## src/hw/rtl/fput_pkg.sv

```systemverilog
// ----------------------------------------------------------------------------
// fput_pkg
// Shared types, frame constants and the frame byte lookup.
// ----------------------------------------------------------------------------
package fput_pkg;

	localparam logic [7:0] FRAME_HEAD = 8'hAA;
	localparam logic [7:0] FRAME_TAIL = 8'hAB;
	localparam logic [7:0] FRAME_PAD  = 8'h00;

	localparam logic [2:0] IDX_HEAD   = 3'd0;
	localparam logic [2:0] IDX_SWITCH = 3'd1;
	localparam logic [2:0] IDX_WIND   = 3'd2;
	localparam logic [2:0] IDX_PAD    = 3'd3;
	localparam logic [2:0] IDX_CHECK  = 3'd4;
	localparam logic [2:0] IDX_LAST   = 3'd5;

	localparam logic [3:0] PHASE_START = 4'd0;
	localparam logic [3:0] PHASE_STOP  = 4'd9;

	localparam logic ACT_TICK = 1'b0;
	localparam logic ACT_SEND = 1'b1;

	typedef struct packed {
		logic       action;
		logic [7:0] switch_data;
		logic [7:0] wind_data;
	} in_word_t;

	typedef struct packed {
		logic tx_line;
		logic busy_res;
		logic frame_done;
		logic request_dropped;
	} out_word_t;

	function automatic logic [7:0] frame_byte(input logic [2:0] idx,
		input logic [7:0] sw, input logic [7:0] wd, input logic [7:0] chk);
		logic [7:0] b;
		unique case (idx)
			IDX_HEAD:   b = FRAME_HEAD;
			IDX_SWITCH: b = sw;
			IDX_WIND:   b = wd;
			IDX_PAD:    b = FRAME_PAD;
			IDX_CHECK:  b = chk;
			default:    b = FRAME_TAIL;
		endcase
		return b;
	endfunction

endpackage

```

## src/hw/rtl/fput_stream_if.sv

```systemverilog
// ----------------------------------------------------------------------------
// fput_in_if / fput_out_if
// Valid/ready channels for send/tick words and line status words.
// ----------------------------------------------------------------------------
interface fput_in_if;
	logic       valid;
	logic       ready;
	logic       action;
	logic [7:0] switch_data;
	logic [7:0] wind_data;

	modport source (output valid, output action, output switch_data,
		output wind_data, input ready);
	modport sink (input valid, input action, input switch_data,
		input wind_data, output ready);
endinterface

interface fput_out_if;
	logic valid;
	logic ready;
	logic tx_line;
	logic busy_res;
	logic frame_done;
	logic request_dropped;

	modport source (output valid, output tx_line, output busy_res,
		output frame_done, output request_dropped, input ready);
	modport sink (input valid, input tx_line, input busy_res,
		input frame_done, input request_dropped, output ready);
endinterface

```

## src/hw/rtl/fput_frame_core.sv

```systemverilog
// ----------------------------------------------------------------------------
// fput_frame_core
// Frame sequencer: byte index, bit phase, shift byte and line level.
// ----------------------------------------------------------------------------
module fput_frame_core
	import fput_pkg::*;
(
	input  logic      clk,
	input  logic      arst_n,
	input  logic      step,
	input  in_word_t  word,
	output out_word_t res
);

	logic       sending_q, sending_d;
	logic [2:0] idx_q, idx_d;
	logic [3:0] phase_q, phase_d;
	logic [7:0] shift_q, shift_d;
	logic [7:0] sw_q, sw_d;
	logic [7:0] wd_q, wd_d;
	logic [7:0] chk_q, chk_d;
	logic       line_q, line_d;
	logic       done, dropped;

	always_comb begin
		sending_d = sending_q;
		idx_d     = idx_q;
		phase_d   = phase_q;
		shift_d   = shift_q;
		sw_d      = sw_q;
		wd_d      = wd_q;
		chk_d     = chk_q;
		line_d    = line_q;
		done      = 1'b0;
		dropped   = 1'b0;
		if (word.action == ACT_SEND) begin
			if (sending_q) begin
				dropped = 1'b1;
			end else begin
				sw_d      = word.switch_data;
				wd_d      = word.wind_data;
				chk_d     = FRAME_HEAD ^ word.switch_data ^ word.wind_data ^ FRAME_PAD;
				idx_d     = IDX_HEAD;
				phase_d   = PHASE_START;
				shift_d   = 8'h00;
				sending_d = 1'b1;
			end
		end else if (sending_q) begin
			if (phase_q == PHASE_START) begin
				shift_d = frame_byte(idx_q, sw_q, wd_q, chk_q);
				line_d  = 1'b0;
				phase_d = phase_q + 4'd1;
			end else if (phase_q < PHASE_STOP) begin
				line_d  = shift_q[0];
				shift_d = {1'b0, shift_q[7:1]};
				phase_d = phase_q + 4'd1;
			end else if (phase_q == PHASE_STOP) begin
				line_d  = 1'b1;
				phase_d = phase_q + 4'd1;
			end else begin
				line_d  = 1'b1;
				phase_d = PHASE_START;
				if (idx_q >= IDX_LAST) begin
					idx_d     = IDX_HEAD;
					sending_d = 1'b0;
					done      = 1'b1;
				end else begin
					idx_d = idx_q + 3'd1;
				end
			end
		end
	end

	always_ff @(posedge clk or negedge arst_n) begin
		if (!arst_n) begin
			sending_q <= 1'b0;
			idx_q     <= IDX_HEAD;
			phase_q   <= PHASE_START;
			shift_q   <= 8'h00;
			sw_q      <= 8'h00;
			wd_q      <= 8'h00;
			chk_q     <= 8'h00;
			line_q    <= 1'b1;
		end else if (step) begin
			sending_q <= sending_d;
			idx_q     <= idx_d;
			phase_q   <= phase_d;
			shift_q   <= shift_d;
			sw_q      <= sw_d;
			wd_q      <= wd_d;
			chk_q     <= chk_d;
			line_q    <= line_d;
		end
	end

	assign res = '{tx_line: line_d, busy_res: sending_d, frame_done: done,
		request_dropped: dropped};

endmodule

```

## src/hw/rtl/fput_out_buf.sv

```systemverilog
// ----------------------------------------------------------------------------
// fput_out_buf
// Two-entry result buffer between the sequencer and the output channel.
// ----------------------------------------------------------------------------
module fput_out_buf
	import fput_pkg::*;
(
	input  logic      clk,
	input  logic      arst_n,
	input  logic      wr_en,
	input  out_word_t wr_word,
	output logic      wr_ready,
	fput_out_if.source out_ch
);

	out_word_t  mem_q [2];
	logic       wr_ptr_q, rd_ptr_q;
	logic [1:0] count_q;
	logic       rd_en;
	out_word_t  rd_word;

	assign rd_en    = out_ch.valid && out_ch.ready;
	assign wr_ready = (count_q != 2'd2) || out_ch.ready;

	always_ff @(posedge clk) begin
		if (wr_en) begin
			mem_q[wr_ptr_q] <= wr_word;
		end
	end

	always_ff @(posedge clk or negedge arst_n) begin
		if (!arst_n) begin
			wr_ptr_q <= 1'b0;
			rd_ptr_q <= 1'b0;
			count_q  <= 2'd0;
		end else begin
			if (wr_en) begin
				wr_ptr_q <= ~wr_ptr_q;
			end
			if (rd_en) begin
				rd_ptr_q <= ~rd_ptr_q;
			end
			count_q <= count_q + {1'b0, wr_en} - {1'b0, rd_en};
		end
	end

	assign rd_word                = mem_q[rd_ptr_q];
	assign out_ch.valid           = (count_q != 2'd0);
	assign out_ch.tx_line         = rd_word.tx_line;
	assign out_ch.busy_res        = rd_word.busy_res;
	assign out_ch.frame_done      = rd_word.frame_done;
	assign out_ch.request_dropped = rd_word.request_dropped;

endmodule

```

## src/hw/rtl/framed_packet_uart_transmitter_top.sv

```systemverilog
// ----------------------------------------------------------------------------
// framed_packet_uart_transmitter_top
// 8N2 serial frame transmitter: AA, switch, wind, 00, XOR check, AB.
// ----------------------------------------------------------------------------
// A word accepted into the input register steps the sequencer; its result word
// goes to a two-entry result buffer that absorbs output stalls. Throughput: one
// word per cycle while that buffer can take a result, else the input stalls.
// Reset: arst_n clears the sequencer to idle with the line high and empties
// the input register and result buffer.
module framed_packet_uart_transmitter_top
	import fput_pkg::*;
(
	input  logic clk,
	input  logic arst_n,
	fput_in_if.sink    in_ch,
	fput_out_if.source out_ch
);

	in_word_t  word_s1;
	logic      valid_s1;
	logic      buf_ready;
	logic      adv;
	out_word_t res;

	assign adv         = valid_s1 && buf_ready;
	assign in_ch.ready = !valid_s1 || buf_ready;

	always_ff @(posedge clk or negedge arst_n) begin
		if (!arst_n) begin
			valid_s1 <= 1'b0;
		end else if (in_ch.ready) begin
			valid_s1 <= in_ch.valid;
		end
	end

	always_ff @(posedge clk) begin
		if (in_ch.valid && in_ch.ready) begin
			word_s1 <= '{action: in_ch.action, switch_data: in_ch.switch_data,
				wind_data: in_ch.wind_data};
		end
	end

	fput_frame_core u_core (
		.clk    (clk),
		.arst_n (arst_n),
		.step   (adv),
		.word   (word_s1),
		.res    (res)
	);

	fput_out_buf u_buf (
		.clk      (clk),
		.arst_n   (arst_n),
		.wr_en    (adv),
		.wr_word  (res),
		.wr_ready (buf_ready),
		.out_ch   (out_ch)
	);

endmodule

```

## src/flat_wrapper.sv

```systemverilog
// flat-port wrapper written by rule: the top's interface ports become plain ports
module framed_packet_uart_transmitter_top_flat import fput_pkg::*;
  (clk, arst_n, in_ch_valid, in_ch_action, in_ch_switch_data, in_ch_wind_data, in_ch_ready, out_ch_valid, out_ch_tx_line, out_ch_busy_res, out_ch_frame_done, out_ch_request_dropped, out_ch_ready);
  fput_in_if in_ch_i ();
  fput_out_if out_ch_i ();
  input  logic clk;
  input  logic arst_n;
  input wire logic [$bits(in_ch_i.valid)-1:0] in_ch_valid;
  input wire logic [$bits(in_ch_i.action)-1:0] in_ch_action;
  input wire logic [$bits(in_ch_i.switch_data)-1:0] in_ch_switch_data;
  input wire logic [$bits(in_ch_i.wind_data)-1:0] in_ch_wind_data;
  output wire logic [$bits(in_ch_i.ready)-1:0] in_ch_ready;
  output wire logic [$bits(out_ch_i.valid)-1:0] out_ch_valid;
  output wire logic [$bits(out_ch_i.tx_line)-1:0] out_ch_tx_line;
  output wire logic [$bits(out_ch_i.busy_res)-1:0] out_ch_busy_res;
  output wire logic [$bits(out_ch_i.frame_done)-1:0] out_ch_frame_done;
  output wire logic [$bits(out_ch_i.request_dropped)-1:0] out_ch_request_dropped;
  input wire logic [$bits(out_ch_i.ready)-1:0] out_ch_ready;
  assign in_ch_i.valid = in_ch_valid;
  assign in_ch_i.action = in_ch_action;
  assign in_ch_i.switch_data = in_ch_switch_data;
  assign in_ch_i.wind_data = in_ch_wind_data;
  assign in_ch_ready = in_ch_i.ready;
  assign out_ch_valid = out_ch_i.valid;
  assign out_ch_tx_line = out_ch_i.tx_line;
  assign out_ch_busy_res = out_ch_i.busy_res;
  assign out_ch_frame_done = out_ch_i.frame_done;
  assign out_ch_request_dropped = out_ch_i.request_dropped;
  assign out_ch_i.ready = out_ch_ready;
  framed_packet_uart_transmitter_top u_core (.clk(clk), .arst_n(arst_n), .in_ch(in_ch_i), .out_ch(out_ch_i));
endmodule
```

## config.mk

```make
export PLATFORM = sky130hd
export DESIGN_NAME = framed_packet_uart_transmitter_top_flat
export DESIGN_NICKNAME = d
export VERILOG_FILES = /design/src/hw/rtl/fput_pkg.sv /design/src/hw/rtl/fput_stream_if.sv /design/src/hw/rtl/fput_frame_core.sv /design/src/hw/rtl/fput_out_buf.sv /design/src/hw/rtl/framed_packet_uart_transmitter_top.sv /design/src/flat_wrapper.sv
export SDC_FILE = /design/constraint.sdc
export NUM_CORES = 1
export LEC_CHECK = 0
export BUFFER_PORTS_ARGS = -buffer_cell sky130_fd_sc_hd__clkbuf_2
export CORE_MARGIN = 2
export CORE_UTILIZATION = 60
export DETAILED_ROUTE_END_ITERATION = 7
export HOLD_SLACK_MARGIN = 0.12
export PLACE_DENSITY = 0.78
export SYNTH_ARGS = -nofsm -noshare
export SYNTH_HDL_FRONTEND = slang
export SYNTH_HIERARCHICAL = 1
export SYNTH_SLANG_ARGS = --single-unit
```

## constraint.sdc

```tcl
create_clock -name clk -period 4.3 [get_ports clk]
set_clock_uncertainty 0.1 [all_clocks]
set_input_delay 0.43 -clock clk [delete_from_list [all_inputs] [get_ports clk]]
set_output_delay 0.43 -clock clk [all_outputs]
set_load 0.01 [all_outputs]
```

Yosys cells after proc, flatten, opt, wreduce, memory -nomap -nowiden
Memories as Yosys holds them, arrays and structs flattened. Cells that the tools add are included.

Bits of input ports: 21. RAM bits: 8. Memories kept: 1. Flip-flop bits (word level): 63. Logic and storage cells: 91. Bits in read-only memories: 0. Latch bits: 0.

Memories: u_core.u_buf.mem_q (depth 2, width 4, read ports 1, clocked after Yosys merged registers in 0, write ports 1, line fput_out_buf.sv:16) `out_word_t mem_q [2];`.

Equal/unequal tests: 10. Shift-type cells: 0. Add/sub/neg operators: 4. Reduce and logical (&&, ||, !) cells: 15. Order comparisons: 2. Bitwise logic cells: 5. $mul: 0. Div/mod/pow operators: 0. Mux-type cells: 39.

Operator list (number): 8-bit 2-to-1 mux (5); 8-bit case mux with 5 select lines (1); 4-bit 2-to-1 mux (6); 3-bit 2-to-1 mux (7); 1-bit 2-to-1 mux (20); 8-bit bitwise XOR (1); 3-bit by 2-bit equality test with 1-bit output, second input constant (2); 2-bit by 1-bit inequality test with 1-bit output, second input constant (3); 3-bit AND reduction (2); 6-bit AND reduction (1); 4-bit by 1-bit adder with 4-bit output, second input constant (1); 4-bit equality test, second input constant (1); 4-bit zero test (1); 4-bit < comparator, second input constant (1); 2-bit inequality test, second input constant (2); 4-bit NOT (1); 4-bit AND reduction (1); 2-bit nonzero test (2); 3-bit by 1-bit adder with 3-bit output, second input constant (1); 3-bit by 1-bit equality test with 1-bit output, second input constant (1); 3-bit equality test, second input constant (1); 3-bit greater-or-equal comparator, second input constant (1); 1-bit logical AND (3); 3-bit zero test (1); other kinds (6) (9).

Depth between registers and ports, before layout
Gate-level depths: netlist of the first run.

Word-level depth: 7. Mapped depth: 8.

Modules after synthesis
Netlist of the first run, hierarchy kept.

By module, submodules not included: fput_frame_core (cells each 225, instances 1, area an instance 2272.2 sq um); framed_packet_uart_transmitter_top (cells each 22, instances 1, area an instance 570.5 sq um); fput_out_buf (cells each 30, instances 1, area an instance 488.0 sq um).

Worst setup path after synthesis of the first run
OpenSTA, ideal clock, no wires.

Kind: input -> register. Start: in out_ch_ready. End: reg u_core.u_core.shift_q[0]. Data required time: 4.126 ns. Buffers on the path: 1. Arrival time: 1.832 ns. Cell stages on the path: 8. Slack: 2.294 ns. Path through: nor2_1 -> nand2_1 -> and2_1 -> or3b_1 -> buf_6 -> a211o_4 -> a2bb2oi_2 -> o21ai_2.

Longest elaborated chain between the ends: 3.

Ends and longest elaborated chain: start, declared (line flat_wrapper.sv:18) `input wire logic [$bits(out_ch_i.ready)-1:0] out_ch_ready;`; 1-bit logical OR (line fput_out_buf.sv:23) `assign wr_ready = (count_q != 2'd2) || out_ch.ready;`; via u_core.buf_ready (line framed_packet_uart_transmitter_top.sv:21) `logic buf_ready;`; 1-bit logical AND (line framed_packet_uart_transmitter_top.sv:25) `assign adv = valid_s1 && buf_ready;`; via u_core.adv (line framed_packet_uart_transmitter_top.sv:22) `logic adv;`; 4-bit AND reduction (no line); end signal, assigned (line fput_frame_core.sv:88) `shift_q <= shift_d;`; end, declared (line fput_frame_core.sv:18) `logic [7:0] shift_q, shift_d;`.

The timed path passes the listed nets, and every way through them passes these cells. A chain may end at the register's enable or synchronous reset.

Worst setup path after layout of the first run
Start: reg u_core/word_s1[16] in the netlist's numbering. End: reg u_core.u_core.shift_q[0].

Longest elaborated chain between the ends: 2. Elaborated cells between the ends (all ways): 5. Those cells by class: eq/ne (1); mux (1); reduce/logical (3).

Ends and longest elaborated chain: start, declared (line framed_packet_uart_transmitter_top.sv:19) `in_word_t word_s1;`; start signal, assigned (line framed_packet_uart_transmitter_top.sv:38) `word_s1 <= '{action: in_ch.action, switch_data: in_ch.switch_data,`; 2-bit inequality test (no line), or another cell as far along; 4-bit AND reduction (no line).

Several ways; a longest one is shown, not always the timed one.

==> summary.txt, run 1 <==
Outcome
  • Status: complete, no violations

Timing
  • Final setup fails: 0
  • Period Utilization, post-route: 60.9%
  • Slew headroom: 61.6%
  • Max Slew Vio Count: 0
  • Worst Setup Slack, final: 1680 ps
  • Post-Route Setup TNS: 0 ps
  • Fin. Hold Viols: 0
  • F_max: 0.382 GHz
  • Hold WS: 156 ps
  • Unrepaired setup endpoints after global routing: no
  • Tightest Pin Transition: 576 ps
  • Crit path time final: 2620 ps

Yosys
  • Largest family of logic cells by synthesized area: simple AND/OR/NAND/NOR gates
  • Post-Synth Adder-Cell Area: 4.51%
  • Netlist cell types: 51
  • Synth Area in Simple Gates: 11.9%
  • Mapped Area: 3330 um2
  • Register area share after synthesis: 57.1%
  • XOR/XNOR Fraction of Synth Area: 3.16%
  • Main synth FF type: dfrtp_1
  • #FFs+latches synth: 71
  • Mapped Cells: 277
  • Synthesized area per cell: 12.0 um2
  • Post-synth EDFFs: 25
  • Multiplexer share of the synthesized area: 8.08%
  • Count of yosys warnings during synthesis: 6
  • Synth Area in Compound Gates: 11.3%
  • Post-synth ARST share: 64.8%
  • Syn Nets: 310

Routing
  • Total iterations of the first detailed-routing run: 4
  • Via count: 2082
  • Remaining DRCs: 0
  • Final ANT Viol Nets: 0
  • Iteration-0 DRC Markers: 101
  • Final wirelength: 5430 um
  • Avg Vias per Cell: 5.49
  • Routed len/inst: 14.3 um

CTS
  • Post-CTS resize count: 0
  • Clk root buf: clkbuf_8
  • CTS tree: built
  • Clk slew on worst S/H paths: 70 ps
  • Postcts setup bufs: 0
  • Num CTS Buffers: 9
  • H-tree Lvls: 3
  • Maximum root-to-sink buffer count: 2
  • Number of clock sinks: 71
  • Skew-Pair Late Insertion Delay: 340 ps

Final layout
  • ANT cells: 0
  • Fin area: 3660 um2
  • Fraction of layout cells with a size suffix above 1: 24.8%
  • Nets: 335
  • Commonest non-fill, non-tap cell in the layout: dfrtp_1
  • Area growth syn-to-layout: 9.92%
  • Most frequent cells in the layout: dfrtp_1, nand2_1, clkbuf_2

Place
  • Placed Area: 3480 um2
  • Gpl congestion: 0.866
  • Dpl hpwl: 3800 um
  • I/O Buffers: 26
  • Pre-CTS WS: 1740 ps

Pwr
  • Max VDD drop: 0.000345 V
  • Lkg Pwr: 1.58 nW
  • Internal: 1.53 mW
  • Switch share: 35.1%
  • Logic pwr share: 32.8%
  • Clock Power Share: 19.2%
  • Flop pwr share: 48.0%
  • Power Density: 646 nW/um2
  • Sw Pwr: 0.831 mW

Die
  • Starting Density: 61.2%
  • Height of the die: 78.5 um
  • Core footprint: 5440 um2
  • Die width: 78.5 um
  • Die ar.: 6160 um2
  • Row count: 27
  • Io pins: 27

Job
  • Total of max-cap violations: 0

GRT
  • Total grt overflow: 0
  • First-pass GRT wire length: 9600 um
  • Vias in the first global route: 2126
  • Total track usage: 20.3%
  • Antenna violations before repair: 0
  • Largest net degree at the start of global routing: 47

Critical path
  • Crit path capture type: flop
  • CP Class: reg -> reg
  • Worst EP required: 4470 ps
  • Worst EP arrival: 2790 ps
  • Setup crit start kind: flop
  • Critical path fanouts, max: 13

Min path
  • Min-Delay Path Class: in -> reg
[worst max-delay path, stage by stage (launching register included)]
cell and delay (ps):
edfxtp_1 670, clkinv_1 370, ha_1 310, or3b_1 500
a211o_4 380, a2bb2oi_2 170, o21ai_2 50
[flip-flops by register name (all words and copies together) (netlist names)]
signal,flops
u_core/valid_s1,1
u_core/word_s1,17
u_core/u_core/sending_q,1
u_core/u_core/shift_q,8
u_core/u_buf/mem_q,8
u_core/u_core/phase_q,4
u_core/u_core/chk_q,8
u_core/u_core/wd_q,8
u_core/u_buf/wr_ptr_q,1
u_core/u_core/idx_q,3
u_core/u_core/sw_q,8
u_core/u_buf/rd_ptr_q,1
u_core/u_core/line_q,1
u_core/u_buf/count_q,2
[per-layer routing]
layer / global-route usage [%] / share of wire, % / vias up / wire length, um
li1: - / - / 1040 / -
met3: 6.55 / 3.5 / 8 / 189
met4: 8.25 / 1.5 / 0 / 84
met1: 25.4 / 47 / 1000 / 2530
met5: 0 / 0 / - / 0
met2: 32.7 / 48 / 34 / 2630
[through the flow]
stage | util (%) | cells | power [mW]
6_report | 67.3 | 379 | 2.37
3_5_place_dp | 64.0 | 362 | 1.92
3_3_place_gp | 64.0 | 362 | 1.90
2_1_floorplan | - | 277 | 1.74
4_1_cts | 67.3 | 379 | 2.39
5_1_grt | 67.3 | 379 | 2.55
[cell usage after synthesis, types with 2 or more instances]
| library cell | n | area (um2) |
|---|---|---|
| dfrtp_1 | 45 | 1130 |
| nand2_1 | 35 | 131 |
| edfxtp_1 | 25 | 751 |
| mux2_2 | 23 | 259 |
| o21ai_0 | 18 | 90.1 |
| nand3_1 | 13 | 65.1 |
| ha_1 | 12 | 150 |
| inv_1 | 11 | 41.3 |
| o211ai_1 | 9 | 67.6 |
| a22oi_1 | 6 | 45.0 |
| clkbuf_1 | 6 | 22.5 |
| nor2_1 | 6 | 22.5 |
| xnor2_1 | 6 | 52.6 |
| xor2_1 | 6 | 52.6 |
| and2_1 | 4 | 25.0 |
| buf_4 | 4 | 30.0 |
| nor3_1 | 4 | 20.0 |
| buf_2 | 3 | 15.0 |
| a21oi_1 | 2 | 10.0 |
| nand2b_1 | 2 | 12.5 |
| nand4b_1 | 2 | 17.5 |
| o2111ai_1 | 2 | 17.5 |
| o21a_1 | 2 | 15.0 |
| o22ai_1 | 2 | 12.5 |
| or3_1 | 2 | 12.5 |
| or3b_1 | 2 | 17.5 |
[final cells by class]
class / instances / area (um2)
inverter: 12 / 45.0
multi-input combinational: 179 / 1300
fill: 415 / 1780
timing repair buffer: 29 / 155
tap: 72 / 90.1
clock inverter: 3 / 18.8
sequential: 71 / 1900
clock buffer: 13 / 149
[kinds of logic after synthesis]
logic type / count (synthesis)
XOR/XNOR: 12
multiplexers: 24
buffers and inverters: 27
flip-flops: 71
AO/OA/AOI/OAI: 53
AND/OR/NAND/NOR: 78
adder cells (fa/ha/maj): 12
[timing repair]
action,in CTS,in global routing
hold buffers,1,0
endpoints found under the hold margin,45,0
setup endpoints to repair,0,0
[worst paths after layout]
| kind | start | end | slack, ps | cells past startpoint |
|---|---|---|---|---|
| min reg2reg | u_core/u_core/chk_q[1] | u_core/u_core/chk_q[1] | 380 | 2 |
| min | in_ch_switch_data[5] | u_core/word_s1[13] | 160 | 1 |
| max | u_core/word_s1[16] | u_core/u_core/shift_q[0] | 1680 | 6 |
| max reg2reg | u_core/word_s1[16] | u_core/u_core/shift_q[0] | 1680 | 6 |
| max in group asynchronous | arst_n | u_core/u_core/sending_q | 3100 | 3 |
| min in group asynchronous | arst_n | u_core/u_core/wd_q[6] | 610 | 3 |
[power groups by stage]
stage          combinational [mW]  sequential [mW]  clock, mW
2_1_floorplan               0.669             1.07          0
3_3_place_gp                0.761             1.14          0
3_5_place_dp                0.776             1.15          0
4_1_cts                     0.782             1.13      0.470
5_1_grt                     0.874             1.17      0.505
6_report                    0.777             1.13      0.454
Power figures use the tool's default switching activity.
==> run 2, diff against run 1 <==
CORE_UTILIZATION = 59   (was 60)
PLACE_DENSITY = 0.77   (was 0.78)
clock period = 2.5 ns   (was 4.3 ns; I/O delays follow)
==> summary.txt, run 2 (synthesis gave the netlist of run 1 again) <==
Pwr
  • Internal: 2.74 mW
  • Overall power: 4.20 mW
  • Flop pwr share: 46.7%
  • Clock Power Share: 20.3%
  • Sw Pwr: 1.46 mW
  • Lkg Pwr: 1.68 nW
  • Power Density: 1080 nW/um2
  • Max VDD drop: 0.000616 V
  • Switch share: 34.7%
  • Logic pwr share: 33.1%

Final layout
  • Largest reg by FF count: u_core/word_s1
  • Commonest non-fill, non-tap cell in the layout: dfrtp_1
  • Area growth syn-to-layout: 16.6%
  • ANT cells: 0
  • Max reg flops: 17
  • Fraction of layout cells with a size suffix above 1: 23.4%
  • Most frequent cells in the layout: dfrtp_1, nand2_1, clkbuf_2
  • Footprint of the multi-input gates: 1300 um2
  • Reg area: 1900 um2
  • Nets: 357
  • Fillers: 400
  • Non-Filler Instances: 401

Critical path
  • Setup crit start kind: input pin
  • Worst EP required: 2680 ps
  • Critical path fanouts, max: 11
  • Crit path capture type: flop
  • CP Class: in -> reg
  • Worst EP arrival: 2440 ps

Die
  • Die width: 79.1 um
  • Starting Density: 60.9%
  • Core footprint: 5470 um2
  • Height of the die: 79.1 um
  • Io pins: 27
  • Row count: 27
  • Die ar.: 6260 um2

Timing
  • Max Slew Vio Count: 0
  • Final setup fails: 0
  • Unrepaired setup endpoints after global routing: no
  • Slew headroom: 67.3%
  • Tightest Pin Transition: 490 ps
  • Fin. Hold Viols: 0
  • F_max: 0.442 GHz
  • Period Utilization, post-route: 90.5%
  • Crit path time final: 2260 ps
  • Post-Route Setup TNS: 0 ps
  • Worst Setup Slack, final: 239 ps

Routing
  • Avg Vias per Cell: 5.41
  • Final ANT Viol Nets: 0
  • Total iterations of the first detailed-routing run: 4
  • Via count: 2171
  • Remaining DRCs: 0
  • Iteration-0 DRC Markers: 158
  • Final wirelength: 5890 um
  • Routed len/inst: 14.7 um

Place
  • Inst Count DP: 365
  • Gpl congestion: 0.855
  • I/O Buffers: 26
  • Dpl hpwl: 3990 um
  • Pre-CTS WS: 403 ps

GRT
  • First-pass GRT wire length: 10100 um
  • Total grt overflow: 0
  • Antenna violations before repair: 0
  • Total track usage: 21.3%
  • Largest net degree at the start of global routing: 33
  • Vias in the first global route: 2230

Min path
  • Min-Delay Path Class: in -> async

CTS
  • Post-CTS resize count: 0
  • Maximum root-to-sink buffer count: 2
  • H-tree Lvls: 3
  • Clk root buf: clkbuf_8
  • Cts hold-fix bufs: 20
  • Clk slew on worst S/H paths: 70 ps
  • Skew-Pair Late Insertion Delay: 350 ps
  • Number of clock sinks: 71
  • Postcts setup bufs: 0
  • Num CTS Buffers: 9
  • CTS tree: built

Job
  • Total of max-cap violations: 0

Outcome
  • Status: complete, no violations
run 2: cell type report:
type,count,area share (%)
Clock inverter,2,0.902
Tap cell,72,2.32
Inverter,12,1.16
Clock buffer,14,3.67
Multi-Input combinational cell,179,33.5
Sequential cell,71,49.0
Timing Repair Buffer,51,9.47
run 2: metrics by stage:
step | instance area, um2 | utilization [%] | hold WS, ps
after floorplan | 3330 | - | -146
after global placement | 3510 | 64.1 | 127
after detailed placement | 3510 | 64.1 | 135
after CTS | 3880 | 71.0 | 296
after global routing | 3880 | 71.0 | 332
final | 3880 | 71.0 | 291
run 2: final timing paths:
| path | from | endpoint | slack [ps] | cells past startpoint |
|---|---|---|---|---|
| worst max-delay path | out_ch_ready | u_core/u_core/shift_q[0] | 240 | 9 |
| worst min-delay path | arst_n | u_core/u_core/sw_q[1] | 290 | 2 |
| worst max register to register | u_core/u_buf/count_q[0] | u_core/u_core/shift_q[0] | 380 | 7 |
| worst min register to register | u_core/u_core/chk_q[2] | u_core/u_core/chk_q[2] | 390 | 2 |
| max in group asynchronous | arst_n | u_core/u_core/line_q | 1340 | 3 |
| min in group clk | u_core/u_core/chk_q[2] | u_core/u_core/chk_q[2] | 390 | 2 |
run 2: power groups by stage:
stage / registers [mW] / logic, mW / clock network, mW
final: 1.96 / 1.39 / 0.850
after global routing: 2.01 / 1.58 / 0.921
after CTS: 1.95 / 1.39 / 0.874
after detailed placement: 1.97 / 1.35 / 0
after global placement: 1.95 / 1.32 / 0
after floorplan: 1.85 / 1.15 / 0
run 2: per-layer routing:
layer  track usage (%)  share of wire (%)
met3              6.93                3.7
met5                 0                  0
met4              8.79                1.9
met2              34.8                 49
met1              26.2                 45
run 2: worst max-delay path: stages:
cell,delay (ps)
dlygate4sd3_1,530
clkbuf_2,110
nor2_1,30
nand2_1,80
and2_1,320
or3b_1,520
a211o_4,380
a2bb2oi_2,170
o21ai_2,50
==> run 3, diff against run 2 <==
CORE_ASPECT_RATIO = 0.7   (was unset)
==> summary.txt, run 3 (synthesis gave the netlist of run 1 again) <==
Outcome
  • Status: complete, no violations

Place
  • I/O Buffers: 26
  • Dpl hpwl: 4160 um
  • Placed Area: 3510 um2
  • Gpl congestion: 0.918

Timing
  • Fin. Hold Viols: 0
  • Tightest Pin Transition: 617 ps
  • Post-Route Setup TNS: 0 ps
  • Final setup fails: 0
  • Slew headroom: 58.9%
  • Unrepaired setup endpoints after global routing: no
  • Crit path time final: 2180 ps
  • F_max: 0.459 GHz
  • Max Slew Vio Count: 0
  • Period Utilization, post-route: 87.1%

Routing
  • Routed len/inst: 15.4 um
  • Final ANT Viol Nets: 0
  • Final wirelength: 6160 um
  • Iteration-0 DRC Markers: 150
  • Via count: 2242
  • Total iterations of the first detailed-routing run: 4
  • Remaining DRCs: 0
  • Avg Vias per Cell: 5.62

CTS
  • Num CTS Buffers: 9
  • Number of clock sinks: 71
  • Maximum root-to-sink buffer count: 2
  • Cts hold-fix bufs: 19
  • Post-CTS resize count: 0
  • CTS tree: built
  • Skew-Pair Late Insertion Delay: 340 ps
  • Clk root buf: clkbuf_8
  • H-tree Lvls: 3
  • Postcts setup bufs: 0
  • Clk slew on worst S/H paths: 70 ps

Critical path
  • Critical Path Start: u_core/u_buf/count_q[0]
  • Critical Path Sink: u_core/u_core/shift_q[0]
  • FF-to-FF End: u_core/u_core/shift_q[0]
  • R2R cell count: 7
  • Crit path capture type: flop
  • Setup crit start kind: flop
  • R2R Path Start: u_core/u_buf/count_q[0]
  • Critical-path top delay cell: or3b_1
  • Delay-heaviest family, CP: simple AND/OR/NAND/NOR gates
  • CP Buf/Inv Count: 0
  • Worst EP required: 2670 ps
  • Critical path fanouts, max: 11
  • Worst-path cell chain: nor2_1, nand2_1, and2_1, or3b_1, a211o_4, a2bb2oi_2, o21ai_2
  • WP depth: 7
  • Crit path largest cell delay: 530 ps
  • R2R Setup Slk: 320 ps
  • Worst EP arrival: 2340 ps
  • CP Class: reg -> reg

Final layout
  • Most frequent cells in the layout: dfrtp_1, nand2_1, clkbuf_2
  • Fraction of layout cells with a size suffix above 1: 24.2%
  • Fin area: 3940 um2
  • Area growth syn-to-layout: 18.3%
  • Fillers: 365
  • Nets: 355
  • Largest reg by FF count: u_core/word_s1
  • Commonest non-fill, non-tap cell in the layout: dfrtp_1
  • ANT cells: 0
  • Max reg flops: 17

Die
  • Core footprint: 5340 um2
  • Starting Density: 62.4%
  • Height of the die: 66.9 um
  • Io pins: 27
  • Row count: 22
  • Die width: 93.8 um
  • Die ar.: 6270 um2

Pwr
  • Max VDD drop: 0.000610 V
  • Lkg Pwr: 1.70 nW
  • Power Density: 1130 nW/um2

GRT
  • Vias in the first global route: 2210
  • First-pass GRT wire length: 10700 um
  • Antenna violations before repair: 0
  • Largest net degree at the start of global routing: 33
  • Total grt overflow: 0
  • Total track usage: 23.0%

Min path
  • Worst hold start: out_ch_ready
  • Min-Delay Path Class: in -> reg
  • Worst Hold Depth: 3

Job
  • Total of max-cap violations: 0
## run 3: cell types whose count changed in the layout (fill, tap and decap cells not counted), sizes merged
cell,delta
buf,-1
bufinv,+2
clkbuf,-3
clkinvlp,+1
dlygate4sd3,-1
## run 3: report_power, final
| part | switching, mW | internal (mW) | leakage, nW |
|---|---|---|---|
| clock network | 0.408 | 0.665 | 0.114 |
| logic | 0.778 | 0.638 | 0.740 |
| registers | 0.329 | 1.64 | 0.843 |
| total | 1.51 | 2.94 | 1.70 |
## run 3: through the flow
| step | power (mW) | hold WS (ps) | cells | setup slack [ps] | util, % |
|---|---|---|---|---|---|
| 2_1_floorplan | 3.00 | -146 | 277 | 510 | - |
| 3_3_place_gp | 3.32 | 192 | 364 | 410 | 65.7 |
| 3_5_place_dp | 3.37 | 189 | 364 | 356 | 65.7 |
| 4_1_cts | 4.48 | 138 | 399 | 334 | 73.8 |
| 5_1_grt | 4.77 | 156 | 399 | 182 | 73.8 |
| 6_report | 4.46 | 154 | 399 | 323 | 73.8 |
## run 3: tightest hold or removal path: cells and delay by family
| kind | cells | cell delay, ps |
|---|---|---|
| buffers and inverters | 1 | 90 |
| AO/OA/AOI/OAI | 1 | 150 |
| XOR/XNOR | 1 | 60 |
## run 3: worst min-delay path by stage
| stage | end |
|---|---|
| finish | u_core/u_buf/rd_ptr_q |
| global route | u_core/u_buf/rd_ptr_q |
| CTS | u_core/u_buf/rd_ptr_q |
| detailed placement | u_core/u_core/wd_q[0] |
| global placement | u_core/u_core/wd_q[0] |
| floorplan | u_core/u_buf/count_q[0] |
## run 3: layer usage
layer	share of wire (%)	vias to the layer above	track usage, %	wire [um]
met1	46	1091	31.2	2860
met4	1.4	0	6.70	86
met3	6.1	10	8.03	374
met5	0	-	0	0
li1	-	1075	-	-
met2	46	66	35.3	2840
## run 3: cell type report
type	instances	area (um2)	share of cell area [%]
clock buffer	11	131	3.34
clock inverter	5	106	2.70
inverter	12	45.0	1.14
multi-input combinational	179	1300	33.0
sequential	71	1900	48.3
tap	72	90.1	2.29
timing repair buffer	49	363	9.21
